<file path="src/hdl/sfd_pkg.sv">
`default_nettype none
package sfd_pkg;

    // Frame layout
    localparam logic [7:0] HEADER_BYTE  = 8'hFF;
    localparam logic [7:0] TRAILER_BYTE = 8'hAA;
    localparam int         PAYLOAD_LEN  = 6;

    // Frame position: hunting, storing payload 1..6, expecting trailer
    localparam int POS_W = 3;
    typedef logic [POS_W-1:0] t_pos;
    localparam t_pos POS_HUNT    = 3'd0;
    localparam t_pos POS_TRAILER = 3'd7;

    // Payload byte slots
    localparam int SLOT_ENC_AB    = 0;
    localparam int SLOT_ENC_CD    = 1;
    localparam int SLOT_INTERVAL  = 2;
    localparam int SLOT_FLAGS     = 3;
    localparam int SLOT_LINE_DIR  = 4;
    localparam int SLOT_INNER_DIR = 5;

    // Decode constants
    localparam logic [9:0] DIR_OFFSET = 10'd180;
    localparam logic [7:0] DEPTH_BASE = 8'd24;

    typedef logic [7:0] t_payload [PAYLOAD_LEN];

    // Parser to result stage
    typedef struct packed {
        logic frame_good;
        logic at_trailer;
    } t_parse_status;

    // Byte to direction in degrees: b*2 - 180
    function automatic logic signed [9:0] direction_of(input logic [7:0] b);
        direction_of = signed'({1'b0, b, 1'b0} - DIR_OFFSET);
    endfunction

endpackage
`default_nettype wire

</file>
<file path="src/hdl/sfd_ifs.sv">
`default_nettype none
// Received byte channel
interface sfd_byte_if;
    logic       valid;
    logic       ready;
    logic [7:0] rx_byte;
    modport source (output valid, output rx_byte, input ready);
    modport sink   (input valid, input rx_byte, output ready);
endinterface

// Configuration write channel
interface sfd_cfg_if;
    logic valid;
    logic ready;
    logic led_on;
    modport source (output valid, output led_on, input ready);
    modport sink   (input valid, input led_on, output ready);
endinterface

// Decoded frame channel
interface sfd_result_if;
    logic              valid;
    logic              ready;
    logic [3:0]        encoder_a;
    logic [3:0]        encoder_b;
    logic [3:0]        encoder_c;
    logic [3:0]        encoder_d;
    logic [7:0]        line_interval;
    logic              on_line;
    logic              left_flag;
    logic              right_flag;
    logic signed [9:0] line_direction;
    logic signed [9:0] inner_direction;
    logic [7:0]        depth;
    logic              reply_byte;
    modport source (
        output valid, input ready,
        output encoder_a, output encoder_b, output encoder_c, output encoder_d,
        output line_interval, output on_line, output left_flag, output right_flag,
        output line_direction, output inner_direction, output depth, output reply_byte
    );
    modport sink (
        input valid, output ready,
        input encoder_a, input encoder_b, input encoder_c, input encoder_d,
        input line_interval, input on_line, input left_flag, input right_flag,
        input line_direction, input inner_direction, input depth, input reply_byte
    );
endinterface
`default_nettype wire

</file>
<file path="src/hdl/sfd_parser.sv">
`default_nettype none
module sfd_parser
    import sfd_pkg::*;
(
    input  wire logic          i_clk,
    input  wire logic          i_rst_n,
    input  wire logic          i_accept,
    input  wire logic [7:0]    i_byte,
    output t_parse_status      o_status,
    output t_payload           o_payload
);

    t_pos     r_pos;
    t_pos     n_pos;
    t_payload r_payload;

    // Next frame position
    always_comb begin
        n_pos = r_pos;
        if (i_accept) begin
            priority if (r_pos == POS_HUNT) begin
                if (i_byte == HEADER_BYTE) begin
                    n_pos = 3'd1;
                end
            end else if (r_pos == POS_TRAILER) begin
                // trailer byte is never taken as a new header
                n_pos = POS_HUNT;
            end else begin
                n_pos = r_pos + 3'd1;
            end
        end
    end

    always_ff @(posedge i_clk) begin
        if (!i_rst_n) begin
            r_pos <= POS_HUNT;
        end else begin
            r_pos <= n_pos;
        end
    end

    // Payload store, slot i filled at position i+1
    always_ff @(posedge i_clk) begin
        for (int i = 0; i < PAYLOAD_LEN; i++) begin
            if (i_accept && r_pos == t_pos'(i + 1)) begin
                r_payload[i] <= i_byte;
            end
        end
    end

    assign o_status.at_trailer = (r_pos == POS_TRAILER);
    assign o_status.frame_good = i_accept && (r_pos == POS_TRAILER)
                                 && (i_byte == TRAILER_BYTE);
    assign o_payload = r_payload;

endmodule
`default_nettype wire

</file>
<file path="src/hdl/sfd_result.sv">
`default_nettype none
module sfd_result
    import sfd_pkg::*;
(
    input  wire logic          i_clk,
    input  wire logic          i_rst_n,
    input  wire logic          i_load,
    input  wire t_payload      i_payload,
    input  wire logic          i_led_on,
    sfd_result_if.source       o_res
);

    logic              r_valid;
    logic [3:0]        r_enc_a;
    logic [3:0]        r_enc_b;
    logic [3:0]        r_enc_c;
    logic [3:0]        r_enc_d;
    logic [7:0]        r_interval;
    logic [2:0]        r_flags;
    logic signed [9:0] r_line_dir;
    logic signed [9:0] r_inner_dir;
    logic [7:0]        r_depth;
    logic              r_reply;

    logic [7:0]        n_depth;

    // Depth folds around 24 when both directions agree
    always_comb begin
        if (i_payload[SLOT_LINE_DIR] == i_payload[SLOT_INNER_DIR]) begin
            n_depth = DEPTH_BASE - i_payload[SLOT_INTERVAL];
        end else begin
            n_depth = i_payload[SLOT_INTERVAL];
        end
    end

    // Output valid
    always_ff @(posedge i_clk) begin
        if (!i_rst_n) begin
            r_valid <= 1'b0;
        end else if (i_load) begin
            r_valid <= 1'b1;
        end else if (o_res.ready) begin
            r_valid <= 1'b0;
        end
    end

    // Decoded fields
    always_ff @(posedge i_clk) begin
        if (i_load) begin
            r_enc_a     <= i_payload[SLOT_ENC_AB][7:4];
            r_enc_b     <= i_payload[SLOT_ENC_AB][3:0];
            r_enc_c     <= i_payload[SLOT_ENC_CD][7:4];
            r_enc_d     <= i_payload[SLOT_ENC_CD][3:0];
            r_interval  <= i_payload[SLOT_INTERVAL];
            r_flags     <= i_payload[SLOT_FLAGS][2:0];
            r_line_dir  <= direction_of(i_payload[SLOT_LINE_DIR]);
            r_inner_dir <= direction_of(i_payload[SLOT_INNER_DIR]);
            r_depth     <= n_depth;
            r_reply     <= i_led_on;
        end
    end

    assign o_res.valid           = r_valid;
    assign o_res.encoder_a       = r_enc_a;
    assign o_res.encoder_b       = r_enc_b;
    assign o_res.encoder_c       = r_enc_c;
    assign o_res.encoder_d       = r_enc_d;
    assign o_res.line_interval   = r_interval;
    assign o_res.on_line         = r_flags[2];
    assign o_res.left_flag       = r_flags[1];
    assign o_res.right_flag      = r_flags[0];
    assign o_res.line_direction  = r_line_dir;
    assign o_res.inner_direction = r_inner_dir;
    assign o_res.depth           = r_depth;
    assign o_res.reply_byte      = r_reply;

endmodule
`default_nettype wire

</file>
<file path="src/hdl/sensor_frame_deframer.sv">
// A frame's result is valid in the cycle after its trailer byte is accepted.
// Throughput: one byte per cycle when not stalled; set by the frame position counter and result register.
// The byte input stalls only on a trailer byte while an earlier result is still unread.
// Reset (i_rst_n low, synchronous): header hunt, no result pending, LED flag cleared.
// Payload store is not reset; every slot is rewritten before a trailer is checked.
`default_nettype none
module sensor_frame_deframer
    import sfd_pkg::*;
(
    input  wire logic    i_clk,
    input  wire logic    i_rst_n,
    sfd_byte_if.sink     i_rx_chan,
    sfd_cfg_if.sink      i_cfg_chan,
    sfd_result_if.source o_res_chan
);

    logic          r_led_on;
    logic          rx_accept;
    t_parse_status parse_status;
    t_payload      payload;

    // LED flag register, always writable
    assign i_cfg_chan.ready = 1'b1;

    always_ff @(posedge i_clk) begin
        if (!i_rst_n) begin
            r_led_on <= 1'b0;
        end else if (i_cfg_chan.valid) begin
            r_led_on <= i_cfg_chan.led_on;
        end
    end

    // Hold a trailer byte only if the result register cannot take it
    assign i_rx_chan.ready = !(parse_status.at_trailer && o_res_chan.valid
                               && !o_res_chan.ready);
    assign rx_accept = i_rx_chan.valid && i_rx_chan.ready;

    sfd_parser u_parser (
        .i_clk     (i_clk),
        .i_rst_n   (i_rst_n),
        .i_accept  (rx_accept),
        .i_byte    (i_rx_chan.rx_byte),
        .o_status  (parse_status),
        .o_payload (payload)
    );

    sfd_result u_result (
        .i_clk     (i_clk),
        .i_rst_n   (i_rst_n),
        .i_load    (parse_status.frame_good),
        .i_payload (payload),
        .i_led_on  (r_led_on),
        .o_res     (o_res_chan)
    );

endmodule
`default_nettype wire

</file>
<file path="src/flat_wrapper.sv">
// flat-port wrapper written by rule: the top's interface ports become plain ports
module sensor_frame_deframer_flat import sfd_pkg::*;
  (i_clk, i_rst_n, i_rx_chan_valid, i_rx_chan_rx_byte, i_rx_chan_ready, i_cfg_chan_valid, i_cfg_chan_led_on, i_cfg_chan_ready, o_res_chan_valid, o_res_chan_ready, o_res_chan_encoder_a, o_res_chan_encoder_b, o_res_chan_encoder_c, o_res_chan_encoder_d, o_res_chan_line_interval, o_res_chan_on_line, o_res_chan_left_flag, o_res_chan_right_flag, o_res_chan_line_direction, o_res_chan_inner_direction, o_res_chan_depth, o_res_chan_reply_byte);
  sfd_byte_if i_rx_chan_i ();
  sfd_cfg_if i_cfg_chan_i ();
  sfd_result_if o_res_chan_i ();
  input  wire logic i_clk;
  input  wire logic i_rst_n;
  input wire logic [$bits(i_rx_chan_i.valid)-1:0] i_rx_chan_valid;
  input wire logic [$bits(i_rx_chan_i.rx_byte)-1:0] i_rx_chan_rx_byte;
  output wire logic [$bits(i_rx_chan_i.ready)-1:0] i_rx_chan_ready;
  input wire logic [$bits(i_cfg_chan_i.valid)-1:0] i_cfg_chan_valid;
  input wire logic [$bits(i_cfg_chan_i.led_on)-1:0] i_cfg_chan_led_on;
  output wire logic [$bits(i_cfg_chan_i.ready)-1:0] i_cfg_chan_ready;
  output wire logic [$bits(o_res_chan_i.valid)-1:0] o_res_chan_valid;
  input wire logic [$bits(o_res_chan_i.ready)-1:0] o_res_chan_ready;
  output wire logic [$bits(o_res_chan_i.encoder_a)-1:0] o_res_chan_encoder_a;
  output wire logic [$bits(o_res_chan_i.encoder_b)-1:0] o_res_chan_encoder_b;
  output wire logic [$bits(o_res_chan_i.encoder_c)-1:0] o_res_chan_encoder_c;
  output wire logic [$bits(o_res_chan_i.encoder_d)-1:0] o_res_chan_encoder_d;
  output wire logic [$bits(o_res_chan_i.line_interval)-1:0] o_res_chan_line_interval;
  output wire logic [$bits(o_res_chan_i.on_line)-1:0] o_res_chan_on_line;
  output wire logic [$bits(o_res_chan_i.left_flag)-1:0] o_res_chan_left_flag;
  output wire logic [$bits(o_res_chan_i.right_flag)-1:0] o_res_chan_right_flag;
  output wire logic [$bits(o_res_chan_i.line_direction)-1:0] o_res_chan_line_direction;
  output wire logic [$bits(o_res_chan_i.inner_direction)-1:0] o_res_chan_inner_direction;
  output wire logic [$bits(o_res_chan_i.depth)-1:0] o_res_chan_depth;
  output wire logic [$bits(o_res_chan_i.reply_byte)-1:0] o_res_chan_reply_byte;
  assign i_rx_chan_i.valid = i_rx_chan_valid;
  assign i_rx_chan_i.rx_byte = i_rx_chan_rx_byte;
  assign i_rx_chan_ready = i_rx_chan_i.ready;
  assign i_cfg_chan_i.valid = i_cfg_chan_valid;
  assign i_cfg_chan_i.led_on = i_cfg_chan_led_on;
  assign i_cfg_chan_ready = i_cfg_chan_i.ready;
  assign o_res_chan_valid = o_res_chan_i.valid;
  assign o_res_chan_i.ready = o_res_chan_ready;
  assign o_res_chan_encoder_a = o_res_chan_i.encoder_a;
  assign o_res_chan_encoder_b = o_res_chan_i.encoder_b;
  assign o_res_chan_encoder_c = o_res_chan_i.encoder_c;
  assign o_res_chan_encoder_d = o_res_chan_i.encoder_d;
  assign o_res_chan_line_interval = o_res_chan_i.line_interval;
  assign o_res_chan_on_line = o_res_chan_i.on_line;
  assign o_res_chan_left_flag = o_res_chan_i.left_flag;
  assign o_res_chan_right_flag = o_res_chan_i.right_flag;
  assign o_res_chan_line_direction = o_res_chan_i.line_direction;
  assign o_res_chan_inner_direction = o_res_chan_i.inner_direction;
  assign o_res_chan_depth = o_res_chan_i.depth;
  assign o_res_chan_reply_byte = o_res_chan_i.reply_byte;
  sensor_frame_deframer u_core (.i_clk(i_clk), .i_rst_n(i_rst_n), .i_rx_chan(i_rx_chan_i), .i_cfg_chan(i_cfg_chan_i), .o_res_chan(o_res_chan_i));
endmodule
</file>
<file path="config.mk">
export PLATFORM = sky130hd
export DESIGN_NAME = sensor_frame_deframer_flat
export DESIGN_NICKNAME = d
export VERILOG_FILES = /design/src/hdl/sfd_pkg.sv /design/src/hdl/sfd_ifs.sv /design/src/hdl/sfd_parser.sv /design/src/hdl/sfd_result.sv /design/src/hdl/sensor_frame_deframer.sv /design/src/flat_wrapper.sv
export SDC_FILE = /design/constraint.sdc
export NUM_CORES = 1
export LEC_CHECK = 0
export BUFFER_PORTS_ARGS = -buffer_cell sky130_fd_sc_hd__clkbuf_2
export CAP_MARGIN = 10
export CELL_PAD_IN_SITES_DETAIL_PLACEMENT = 1
export CELL_PAD_IN_SITES_GLOBAL_PLACEMENT = 1
export CORE_ASPECT_RATIO = 1.5
export CORE_MARGIN = 2
export CORE_UTILIZATION = 49
export DETAILED_ROUTE_END_ITERATION = 10
export GPL_TIMING_DRIVEN = 0
export PLACE_DENSITY_LB_ADDON = 0.1
export SLEW_MARGIN = 20
export SYNTH_ARGS = -nofsm -noshare
export SYNTH_HDL_FRONTEND = slang
export SYNTH_SLANG_ARGS = --single-unit
</file>
<file path="constraint.sdc">
create_clock -name i_clk -period 7.4 [get_ports i_clk]
set_clock_uncertainty 0.15 [all_clocks]
set_input_delay 0.37 -clock i_clk [delete_from_list [all_inputs] [get_ports i_clk]]
set_output_delay 0.37 -clock i_clk [all_outputs]
set_load 0.005 [all_outputs]
</file>
### Word level (Yosys, flattened, before mapping)

Index checks and enable logic that the tools add are counted.
W data, S select, Z words.

| word-level totals | value |
|---|---|
| register bits | 104 |
| input bits | 14 |
| output and inout port bits | 59 |
| word-level logic and storage cells | 56 |

| cells by class | value |
|---|---|
| add/sub/neg operators | 4 |
| equal/unequal tests | 11 |
| muxes and demuxes | 6 |
| reductions and logical operators | 16 |

Operator list:

| cell | number |
|---|---|
| $sub A9 B8 Y10 const B | 2 |
| $eq A8 B8 Y1 const B | 2 |
| $eq A3 B3 Y1 const B | 4 |
| $logic_and A1 B1 Y1 | 11 |
| $mux W3 | 3 |
| $eq A8 B8 Y1 | 1 |
| $mux W8 | 1 |
| $sub A5 B8 Y8 const A | 1 |
| $eq A3 B2 Y1 const B | 2 |
| $add A3 B1 Y3 const B | 1 |
| $eq A3 B1 Y1 const B | 1 |
| $logic_not A3 Y1 | 1 |
| $logic_not A1 Y1 | 2 |
| $mux W1 | 2 |
| $ne A2 B1 Y1 const B | 1 |
| $reduce_and A2 Y1 | 1 |
| $reduce_bool A2 Y1 | 1 |

### Longest topological paths before layout

Gate-level depths: netlist of run 1.

| depth | value |
|---|---|
| depth after elaboration | 8 |
| depth in mapped cells | 6 |
| mapped depth without buffers | 6 |

### Hierarchy

Synthesis of run 1 repeated with hierarchy kept, for this count alone.

| unflattened totals | value |
|---|---|
| cells, all modules | 221 |
| area, all modules | 3953.8 sq um |

By module, submodules not included:

| module | times used | cells each | area an instance (sq um) |
|---|---|---|---|
| sfd_result | 1 | 125 | 2115.8 |
| sfd_parser | 1 | 89 | 1764.2 |
| sensor_frame_deframer | 1 | 7 | 73.8 |

### Least setup slack after synthesis of run 1

No wires, ideal clock.

| timing | value |
|---|---|
| path kind | register to register |
| start point | register u_core.u_parser.r_pos[0] |
| end point | register u_core.u_result.r_depth[1], in the netlist u_core.u_result.o_res.depth[1], enable pin |
| library setup time | 0.465 ns |
| data arrival time | 3.279 ns |
| data required time | 6.785 ns |
| setup slack | 3.505 ns |
| cell stages (with the launch flop) | 6 |
| path buffers | 0 |
| period minus slack after synthesis | 3.895 ns |
| path through | dfxtp_1 > ha_1 > ha_1 > nand3b_1 > nand2_1 > nor2_1 |

| between the ends | value |
|---|---|
| longest elaborated chain between the ends | 7 |

Ends and longest elaborated chain:

| element | line | source |
|---|---|---|
| start: declaration | sfd_parser.sv:13 | `t_pos r_pos;` |
| start signal: assignment | sfd_parser.sv:38 | `r_pos <= n_pos;` |
| $eq A3 B3 Y1 | sfd_parser.sv:51 | `assign o_status.at_trailer = (r_pos == POS_TRAILER);` |
| $logic_and A1 B1 Y1 | sensor_frame_deframer.sv:34 | `assign i_rx_chan.ready = !(parse_status.at_trailer && o_res_chan.valid` |
| $logic_and A1 B1 Y1 | sensor_frame_deframer.sv:35 | `&& !o_res_chan.ready);` |
| $logic_not A1 Y1 | sensor_frame_deframer.sv:34 |  |
| named net i_rx_chan_ready | flat_wrapper.sv:11 | `output wire logic [$bits(i_rx_chan_i.ready)-1:0] i_rx_chan_ready;` |
| $logic_and A1 B1 Y1 | sensor_frame_deframer.sv:36 | `assign rx_accept = i_rx_chan.valid && i_rx_chan.ready;` |
| $logic_and A1 B1 Y1 | sfd_parser.sv:52 | `assign o_status.frame_good = i_accept && (r_pos == POS_TRAILER)` |
| $logic_and A1 B1 Y1 | sfd_parser.sv:53 | `&& (i_byte == TRAILER_BYTE);` |
| named net u_core.u_result.i_load | sfd_result.sv:7 | `input wire logic i_load,` |
| end signal: assignment | sfd_result.sv:58 | `r_depth <= n_depth;` |
| end: declaration | sfd_result.sv:22 | `logic [7:0] r_depth;` |

The timed path passes the listed nets, and every way through them passes these cells.
A chain may end at the register's enable or synchronous reset.

### Worst setup path in the final report of run 1

| timing | value |
|---|---|
| start point | register u_core.u_parser.r_pos[0] |
| end point | register u_core.u_result.r_inner_dir[2], in the netlist u_core.u_result.o_res.inner_direction[2], enable pin |

| between the ends | value |
|---|---|
| longest elaborated chain between the ends | 7 |

Ends and longest elaborated chain:

| element | line | source |
|---|---|---|
| $eq A3 B3 Y1 (*) | sfd_parser.sv:51, sfd_parser.sv:52 |  |
| $logic_and A1 B1 Y1 | sensor_frame_deframer.sv:34 |  |
| $logic_and A1 B1 Y1 | sensor_frame_deframer.sv:35 |  |
| $logic_not A1 Y1 | sensor_frame_deframer.sv:34 |  |
| $logic_and A1 B1 Y1 | sensor_frame_deframer.sv:36 |  |
| $logic_and A1 B1 Y1 (*) | sfd_parser.sv:52 |  |
| $logic_and A1 B1 Y1 (*) | sfd_parser.sv:53 |  |
| named net u_core.u_result.i_load | sfd_result.sv:7 |  |
| end signal: assignment | sfd_result.sv:57 | `r_inner_dir <= direction_of(i_payload[SLOT_INNER_DIR]);` |
| end: declaration | sfd_result.sv:21 | `logic signed [9:0] r_inner_dir;` |

Mark *: on every way through the listed nets, which the timed path passes. The rest lies on a longest branch.

==> results of run 1 <==
==> final cells by class <==
cell class	instances	area, sq um	area share
buffer	4	30.0	0.00656
tap	102	128	0.0279
multi-input combinational	94	714	0.156
clock buffer	9	225	0.0492
timing repair buffer	71	393	0.0859
clock inverter	7	56.3	0.0123
sequential	101	2980	0.652
inverter	12	45.0	0.00985
==> registers in the layout, indices dropped and copies added (netlist names), 3 cells and up <==
register	flops
u_core.u_result.o_res.line_direction	9
u_core.u_result.o_res.depth	7
u_core.u_result.o_res.line_interval	8
u_core.u_result.o_res.inner_direction	9
u_core.u_result.r_flags	3
u_core.u_parser.r_pos	3
u_core.u_result.o_res.encoder_b	4
u_core.u_result.o_res.encoder_d	4
u_core.u_result.o_res.encoder_c	4
u_core.u_result.o_res.encoder_a	4
u_core.u_parser.o_payload	43
==> layer usage <==
metal,share of wire,GRT usage
met1,0.37,0.198
met2,0.58,0.325
met3,0.035,0.0491
met4,0.018,0.0515
met5,0,0
==> cell families after synthesis <==
| logic type | count (synthesis) | share of synthesized area |
|---|---|---|
| flops | 101 | 0.793 |
| simple gates | 40 | 0.0605 |
| xor+xnor | 24 | 0.0559 |
| compound gates | 16 | 0.0329 |
| buf+inv | 16 | 0.0200 |
| fa+ha+maj | 9 | 0.0299 |
| other cells | 2 | 0.00200 |
| mux | 2 | 0.00566 |
==> power by group through the flow <==
stage	Sequential, uW	Clock [uW]	Combinational [uW]
final	620	437	13.7
after global routing	620	464	15.0
after CTS	620	445	13.7
after detailed placement	633	0	13.7
after global placement	633	0	12.7
after floorplan	633	0	3.68
==> path summary, 6_finish.rpt <==
check                                              startpoint                                  endpoint  slack, ps  cells past startpoint
worst max-delay path                 u_core.u_parser.r_pos[0]  u_core.u_result.o_res.inner_direction[2]       5020                      7
worst min-delay path                                  i_rst_n               u_core.u_result.o_res.valid        150                      2
worst max register to register       u_core.u_parser.r_pos[0]  u_core.u_result.o_res.inner_direction[2]       5020                      7
worst min register to register  u_core.u_parser.o_payload[35]        u_core.u_result.o_res.encoder_d[3]        270                      0
==> cell usage in the layout (no fill, tap or decap), types with 4 or more instances in the layout <==
cell type / netlist / layout
and3_1: 6 / 6
buf_4: 4 / 4
clkbuf_16: 0 / 9
clkbuf_2: 0 / 69
dfxtp_1: 5 / 5
edfxtp_1: 96 / 96
ha_1: 9 / 9
inv_1: 12 / 12
nand2_1: 8 / 8
nor2_1: 6 / 5
nor3_1: 4 / 4
xnor2_1: 15 / 15
xor2_1: 9 / 9
==> stage by stage <==
stage,power [uW],setup WS [ps],std cells,util,hold WS (ps)
final,1070,5020,400,0.609,145
after global routing,1100,4860,400,0.609,162
after CTS,1080,5000,400,0.609,146
after detailed placement,647,5010,384,0.571,257
after global placement,646,2560,382,0.564,251
after floorplan,637,3510,211,-,250
==> flow_summary.json, run 1 <==
{
  "dieArea_sq_um": 8410,
  "rows": 39,
  "antenna_found_initial": 0,
  "synth_top_cells_by_area": "edfxtp_1 (77%), xnor2_1 (3.5%), ha_1 (3.0%)",
  "fin_tns_setup_ps": 0,
  "syn_inst": 210,
  "yosys-top-cells-count": "edfxtp_1 (96), xnor2_1 (15), inv_1 (12), ha_1 (9), xor2_1 (9)",
  "ant_nets": 0,
  "avgViaCountPerCell": 4.97,
  "cts_max_level": 3,
  "synth.ff_latch_count": 101,
  "period_share": 0.322,
  "drc": 0,
  "crit_required_ps": 7290,
  "post-route-min-period_ps": 2380,
  "setup_viol": 0,
  "switching_share": 0.200,
  "hold_viol": 0,
  "p_per_area_nw_per_um2": 234,
  "fill_cells": 739,
  "cp_top_family": "simple AND/OR/NAND/NOR gates",
  "track_usage": 0.179,
  "p_clk_frac": 0.408,
  "power.share.combinational": 0.013,
  "layout-drive-gt1-share": 0.332,
  "cts_tree": "yes",
  "post_dp_cell_area_sq_um": 4290,
  "antennaDiodeCount": 0,
  "max_freq_ghz": 0.419,
  "hold_path_class": "input port to flip-flop",
  "worstSetupPathType": "flip-flop to flip-flop",
  "start_kind": "flip-flop",
  "internal_power_uw": 856,
  "drtIter0Drc": 67,
  "clk_pin_slew_worst_paths_ps": 70,
  "cp.buffers_inverters": 2,
  "p_switching_uw": 215,
  "yosys.area.top_type_share": 0.766,
  "final_area_sq_um": 4570,
  "io_pins": 73,
  "cap_violations": 0,
  "arrival_ps": 2280,
  "grt_pass1_wl_um": 11000,
  "cp_cell_sequence": "ha_1, ha_1, nand3b_1, nand2_1, nor2_4, buf_12, buf_16",
  "synth_top_area_cell": "edfxtp_1",
  "ctsLongestPathBuffers": 2,
  "cts_hold_buf": 0,
  "routed_wl_um": 6900,
  "die_w_um": 75.5,
  "wl_per_cell_um": 17.2,
  "critPathMaxStageDelay_ps": 350,
  "cts_buffers": 9,
  "maxSlewViolCount": 0,
  "cts_resized": 0,
  "syn-cell-area_sq_um": 3760,
  "rsz0062_at_grt": "false",
  "cts.sinks": 101,
  "path_max_fanout": 25,
  "yosysUniqueCellTypes": 34,
  "dr.pass1.iters": 5,
  "area_growth_pct": 21.6,
  "dieHeight_um": 111,
  "status": "finished clean",
  "async_flop_share": 0,
  "core_area_sq_um": 7510,
  "syn_area_per_cell_sq_um": 17.9,
  "overflow": 0,
  "dpl.hpwl_um": 5200,
  "slowest_stage": "dfxtp_1",
  "start_util": 0.500,
  "grt_max_degree": 26,
  "portBuffers": 69,
  "synth-warning-count": 0,
  "synth-edff-count": 96,
  "pwr-share-seq": 0.579,
  "first_global_vias": 2152,
  "ys_seq_area_frac": 0.793,
  "vias": 1989,
  "synth.most_common_cell": "edfxtp_1",
  "yosys_most_used_dff": "edfxtp_1",
  "peakVddDrop_mv": 0.163,
  "cts_setup_buffers": 0,
  "fin_nets": 316,
  "place.gp.congestion": 0.744,
  "clock_latency_ps": 340,
  "root_buffer": "clkbuf_16",
  "power_leakage_uw": 0.00173,
  "setup.worst_path.end_class": "flip-flop",
  "cp_common_cell": "ha_1"
}
Power figures use the tool's default switching activity.
==> run 2: changes to the inputs <==
Settings changed: CORE_UTILIZATION 49 to 45.
Clock period 7.4 ns to 2.3 ns, I/O delays scaled along.
==> run 2 against run 1 <==
  * Count of clock-buffer cells in the layout stayed put
  * Via count up 2.4%
  * Routed wire length grew 2.7%
  * Cell area rose by 3.7%
  * Register-to-register slack got worse by 4800 ps
  * Die area increased by 8.5%
  * Clock power grew to 3.3 times the previous value
  * Final cell count grew 4.3%
  * Critical path depth fell by 2
  * Combinational power grew to 4.6 times the previous value
  * Sequential cell count is the same
  * Highest routed layer unchanged
  * First-iteration DRC count grew 67%
==> flow_summary.json, run 2 (same netlist as run 1, synthesis figures left out) <==
{
  "cts_max_level": 3,
  "holdCritStartpoint": "i_rx_chan_rx_byte[0]",
  "dieArea_sq_um": 9120,
  "setup_ws_ps": 238,
  "final_cell_mix": "edfxtp_1 (96), clkbuf_2 (69), xnor2_1 (15)",
  "track_usage": 0.168,
  "holdPathStages": 1,
  "max_freq_ghz": 0.485,
  "cp_common_cell": "ha_2",
  "worstSetupPathType": "flip-flop to flip-flop",
  "avgViaCountPerCell": 4.88,
  "final_area_sq_um": 4740,
  "critPathMaxStageDelay_ps": 370,
  "dp_slack_ps": -45.6,
  "overflow": 0,
  "grt_max_degree": 24,
  "core_area_sq_um": 8060,
  "area_growth_pct": 26.1,
  "ctsLongestPathBuffers": 2,
  "path_max_fanout": 8,
  "period_share": 0.897,
  "dieHeight_um": 116,
  "start_kind": "flip-flop",
  "p_per_area_nw_per_um2": 738,
  "clk_pin_slew_worst_paths_ps": 70,
  "dp_cells": 387,
  "status": "finished clean",
  "antennaDiodeCount": 0,
  "cp_cell_sequence": "ha_2, ha_2, nand3b_1, and2_0, and3_2",
  "io_pins": 73,
  "die_w_um": 78.6,
  "hold_path_class": "input port to flip-flop",
  "instances_no_fill": 417,
  "hold_end": "u_core.u_parser.o_payload[32]",
  "setup.worst_path.end_class": "flip-flop",
  "hold_viol": 0,
  "r2r_setup_slack_ps": 240,
  "ant_nets": 0,
  "hold_slack_ps": 11.4,
  "timing.rr.start": "u_core.u_parser.r_pos[1]",
  "clock_latency_ps": 340,
  "crit_required_ps": 2180,
  "antenna_found_initial": 0,
  "drc": 0,
  "final_common_cell": "edfxtp_1",
  "maxSlewViolCount": 0,
  "routed_wl_um": 7080,
  "post-route-min-period_ps": 2060,
  "drtIter0Drc": 112,
  "first_global_vias": 2167,
  "power_leakage_uw": 0.00180,
  "place.gp.congestion": 0.886,
  "setup_viol": 0,
  "post_dp_cell_area_sq_um": 4310,
  "layout-drive-gt1-share": 0.346,
  "slowest_stage": "and3_2",
  "cts.sinks": 101,
  "wl_per_cell_um": 17.0,
  "cap_violations": 0,
  "portBuffers": 69,
  "fin_nets": 330,
  "vias": 2036,
  "cts_tree": "yes",
  "fill_cells": 760,
  "rows": 40,
  "dr.pass1.iters": 6,
  "start_util": 0.467,
  "largest_reg_flops": 43,
  "peakVddDrop_mv": 0.499,
  "grt_pass1_wl_um": 11100,
  "rsz0062_at_grt": "false",
  "reg2reg_to": "u_core.u_parser.o_payload[10]",
  "reg2regPathDepth": 5,
  "arrival_ps": 1940,
  "root_buffer": "clkbuf_16",
  "cts_buffers": 9,
  "dpl.hpwl_um": 4930
}
run 2: cell types whose count changed in the layout (fill, tap and decap cells not counted), moves of 2 or more:
cell           previous run  this run
and3_1                    6         2
ha_2                      0         2
inv_6                     2         4
and3_2                    0         4
dlygate4sd3_1             0        13
ha_1                      9         7
clkinvlp_4                3         1
run 2: stage by stage:
| stage | total power [uW] | TNS (ps) | util |
|---|---|---|---|
| after floorplan | 2050 | 0 | - |
| after global placement | 2080 | -20310 | 0.528 |
| after detailed placement | 2080 | -1040 | 0.535 |
| after CTS | 3530 | 0 | 0.588 |
| after global routing | 3600 | 0 | 0.589 |
| final | 3500 | 0 | 0.589 |
run 2: area by class of cell:
class	instances	area, sq um	share of cell area
inverters	12	45.0	0.00950
flip-flops and latches	101	2980	0.629
well taps	105	131	0.0277
repair buffers	85	538	0.113
clock inverters	7	62.6	0.0132
multi-input cells	94	727	0.153
clock buffers	9	225	0.0475
plain buffers	4	30.0	0.00633
run 2: worst max path at each step:
stage,start,endpoint,slack [ps]
finish,u_core.u_parser.r_pos[1],u_core.u_parser.o_payload[10],240
global route,u_core.u_parser.r_pos[1],u_core.u_parser.o_payload[10],100
CTS,u_core.u_parser.r_pos[1],u_core.u_parser.o_payload[10],80
detailed placement,u_core.u_parser.r_pos[1],u_core.u_result.o_res.inner_direction[3],-50
global placement,u_core.u_parser.r_pos[1],u_core.u_result.o_res.inner_direction[3],-380
floorplan,u_core.u_parser.r_pos[1],u_core.u_result.o_res.depth[1],3
run 2: power breakdown:
| part | switching (uW) | total [uW] | internal [uW] |
|---|---|---|---|
| Clock | 686 | 1440 | 758 |
| Sequential | 0.975 | 2000 | 1990 |
| Combinational | 33.1 | 63.3 | 30.2 |
| Total | 720 | 3500 | 2780 |
run 2: worst max-delay path: cells and delay by family (launching register included):
family,cells,cell delay [ps]
flip-flops,1,340
adder cells (fa/ha/maj),2,390
AND/OR/NAND/NOR,3,860
run 2: routing by layer:
layer	vias up	part of all wire	global-route usage
li1	973	-	-
met4	0	0.024	0.102
met1	1003	0.41	0.190
met3	9	0.029	0.0234
met2	51	0.54	0.300
met5	-	0	0
run 2: what timing repair did:
action,in CTS,in global routing
resized for setup,0,4
hold endpoints to repair,41,0
gates cloned,0,0
setup buffers,1,0
pin swaps,1,0
setup endpoints to repair,23,32
hold buffers,13,0
==> run 3: changes to the inputs <==
Settings changed: PLACE_DENSITY set to 0.77, PLACE_DENSITY_LB_ADDON 0.1 to unset.
==> run 3 against run 2 <==
  * Routed wire length fell by 1.7%
  * Register-to-register slack worse by 120 ps
  * Via count fell by 0.93%
  * Count of clock-buffer cells in the layout stayed put
  * Combinational power is essentially flat
  * Final cell count fell by 0.24%
  * Cell area about the same
  * Global-route usage is 0.16 points lower
  * Largest power group unchanged
  * Highest routed layer unchanged
==> flow_summary.json, run 3 (same netlist as run 1, synthesis figures left out) <==
{
  "start_util": 0.467,
  "hold_viol": 0,
  "ctsLongestPathBuffers": 2,
  "period_share": 0.949,
  "rows": 40,
  "cp.buffers_inverters": 1,
  "rsz0062_at_grt": "false",
  "overflow": 0,
  "first_global_vias": 2128,
  "largest_reg_flops": 43,
  "vias": 2017,
  "timing.rr.start": "u_core.u_parser.r_pos[1]",
  "area_growth_pct": 26.2,
  "reg2regPathDepth": 6,
  "setup_viol": 0,
  "max_freq_ghz": 0.458,
  "slowest_stage": "nor2_4",
  "path_max_fanout": 20,
  "cts_setup_buffers": 0,
  "portBuffers": 69,
  "p_per_area_nw_per_um2": 740,
  "cts_max_level": 3,
  "root_buffer": "clkbuf_16",
  "cap_violations": 0,
  "p_clk_frac": 0.414,
  "layout-drive-gt1-share": 0.338,
  "dieHeight_um": 116,
  "routed_wl_um": 6970,
  "tightest_slew_ps": 531,
  "cp_cell_sequence": "ha_2, ha_2, nand3b_1, nand2_2, nor2_4, buf_16",
  "core_area_sq_um": 8060,
  "pwr-share-seq": 0.568,
  "cp_num_cells": 6,
  "p_switching_uw": 652,
  "critPathMaxStageDelay_ps": 440,
  "dr.pass1.iters": 4,
  "ant_nets": 0,
  "maxSlewViolCount": 0,
  "antenna_found_initial": 0,
  "worstSetupPathType": "flip-flop to flip-flop",
  "crit_start": "u_core.u_parser.r_pos[1]",
  "holdPathStages": 0,
  "status": "finished clean",
  "hold_path_class": "flip-flop to flip-flop",
  "die_w_um": 78.6,
  "timing.slew.headroom": 0.645,
  "track_usage": 0.166,
  "crit_required_ps": 2200,
  "post_dp_cell_area_sq_um": 4310,
  "drc": 0,
  "final_core_util": 0.589,
  "setup_ws_ps": 117,
  "clock_latency_ps": 340,
  "switching_share": 0.186,
  "peakVddDrop_mv": 0.482,
  "internal_power_uw": 2860,
  "cts.sinks": 101,
  "place.gp.congestion": 0.818,
  "dp_slack_ps": 44.9,
  "grt_pass1_wl_um": 10900,
  "avgViaCountPerCell": 4.85,
  "dp_cells": 387,
  "antennaDiodeCount": 0,
  "wl_per_cell_um": 16.7,
  "setup.worst_path.end_class": "flip-flop",
  "power.share.combinational": 0.018,
  "holdCritStartpoint": "u_core.u_parser.o_payload[43]",
  "grt_max_degree": 24,
  "post-route-min-period_ps": 2180,
  "arrival_ps": 2080,
  "finalPower_uw": 3510,
  "cts_tree": "yes",
  "dpl.hpwl_um": 5030,
  "dieArea_sq_um": 9120,
  "final_area_sq_um": 4750,
  "start_kind": "flip-flop",
  "power_leakage_uw": 0.00179,
  "cp_common_cell": "ha_2",
  "drtIter0Drc": 83,
  "cp_top_family": "simple AND/OR/NAND/NOR gates",
  "cts_buffers": 9,
  "instances_no_fill": 416,
  "final_common_cell": "edfxtp_1",
  "io_pins": 73,
  "final_cell_mix": "edfxtp_1 (96), clkbuf_2 (69), xnor2_1 (15)",
  "fin_nets": 330,
  "clk_pin_slew_worst_paths_ps": 70
}
[run 3: per-layer routing]
metal,GRT usage,vias up,share of wire
met4,0.0760,0,0.023
met2,0.301,61,0.55
met5,0,-,0
met3,0.0491,13,0.044
met1,0.178,974,0.39
li1,-,969,-
[run 3: cell type report]
cell class | count | area (sq um)
Sequential cell | 101 | 2980
Multi-Input combinational cell | 94 | 727
Timing Repair Buffer | 85 | 541
Clock inverter | 6 | 62.6
Fill cell | 772 | 3310
Inverter | 12 | 45.0
Clock buffer | 9 | 225
Tap cell | 105 | 131
Buffer | 4 | 30.0
[run 3: what timing repair did]
action,CTS,global route
endpoints found under the hold margin,48,0
endpoints found under the setup margin,0,25
resized for setup,0,4
hold buffers,14,0
[run 3: power by group through the flow]
| stage | sequential (uW) | combinational [uW] | clock, uW |
|---|---|---|---|
| after global placement | 2040 | 41.8 | 0 |
| after global routing | 2000 | 69.7 | 1540 |
| final | 2000 | 63.2 | 1450 |
| after detailed placement | 2040 | 44.2 | 0 |
| after CTS | 2000 | 63.3 | 1490 |
| after floorplan | 2040 | 12.6 | 0 |
[run 3: final timing paths]
check	end	slack [ps]
max	u_core.u_result.o_res.line_interval[2]	120
min	u_core.u_result.o_res.encoder_b[3]	270
min reg2reg	u_core.u_result.o_res.encoder_b[3]	270
max reg2reg	u_core.u_result.o_res.line_interval[2]	120
[run 3: metrics by stage]
stage	hold slack (ps)	setup TNS, ps
2_1_floorplan	63.9	0
3_3_place_gp	228	-22140
3_5_place_dp	238	0
4_1_cts	270	0
5_1_grt	274	0
6_report	269	0
[run 3: worst reg2reg max path: cells and delay by family, from the launching register on]
kind          cells  cell delay (ps)
fa+ha+maj         2              410
flops             1              360
simple gates      3              740
buf+inv           1              230
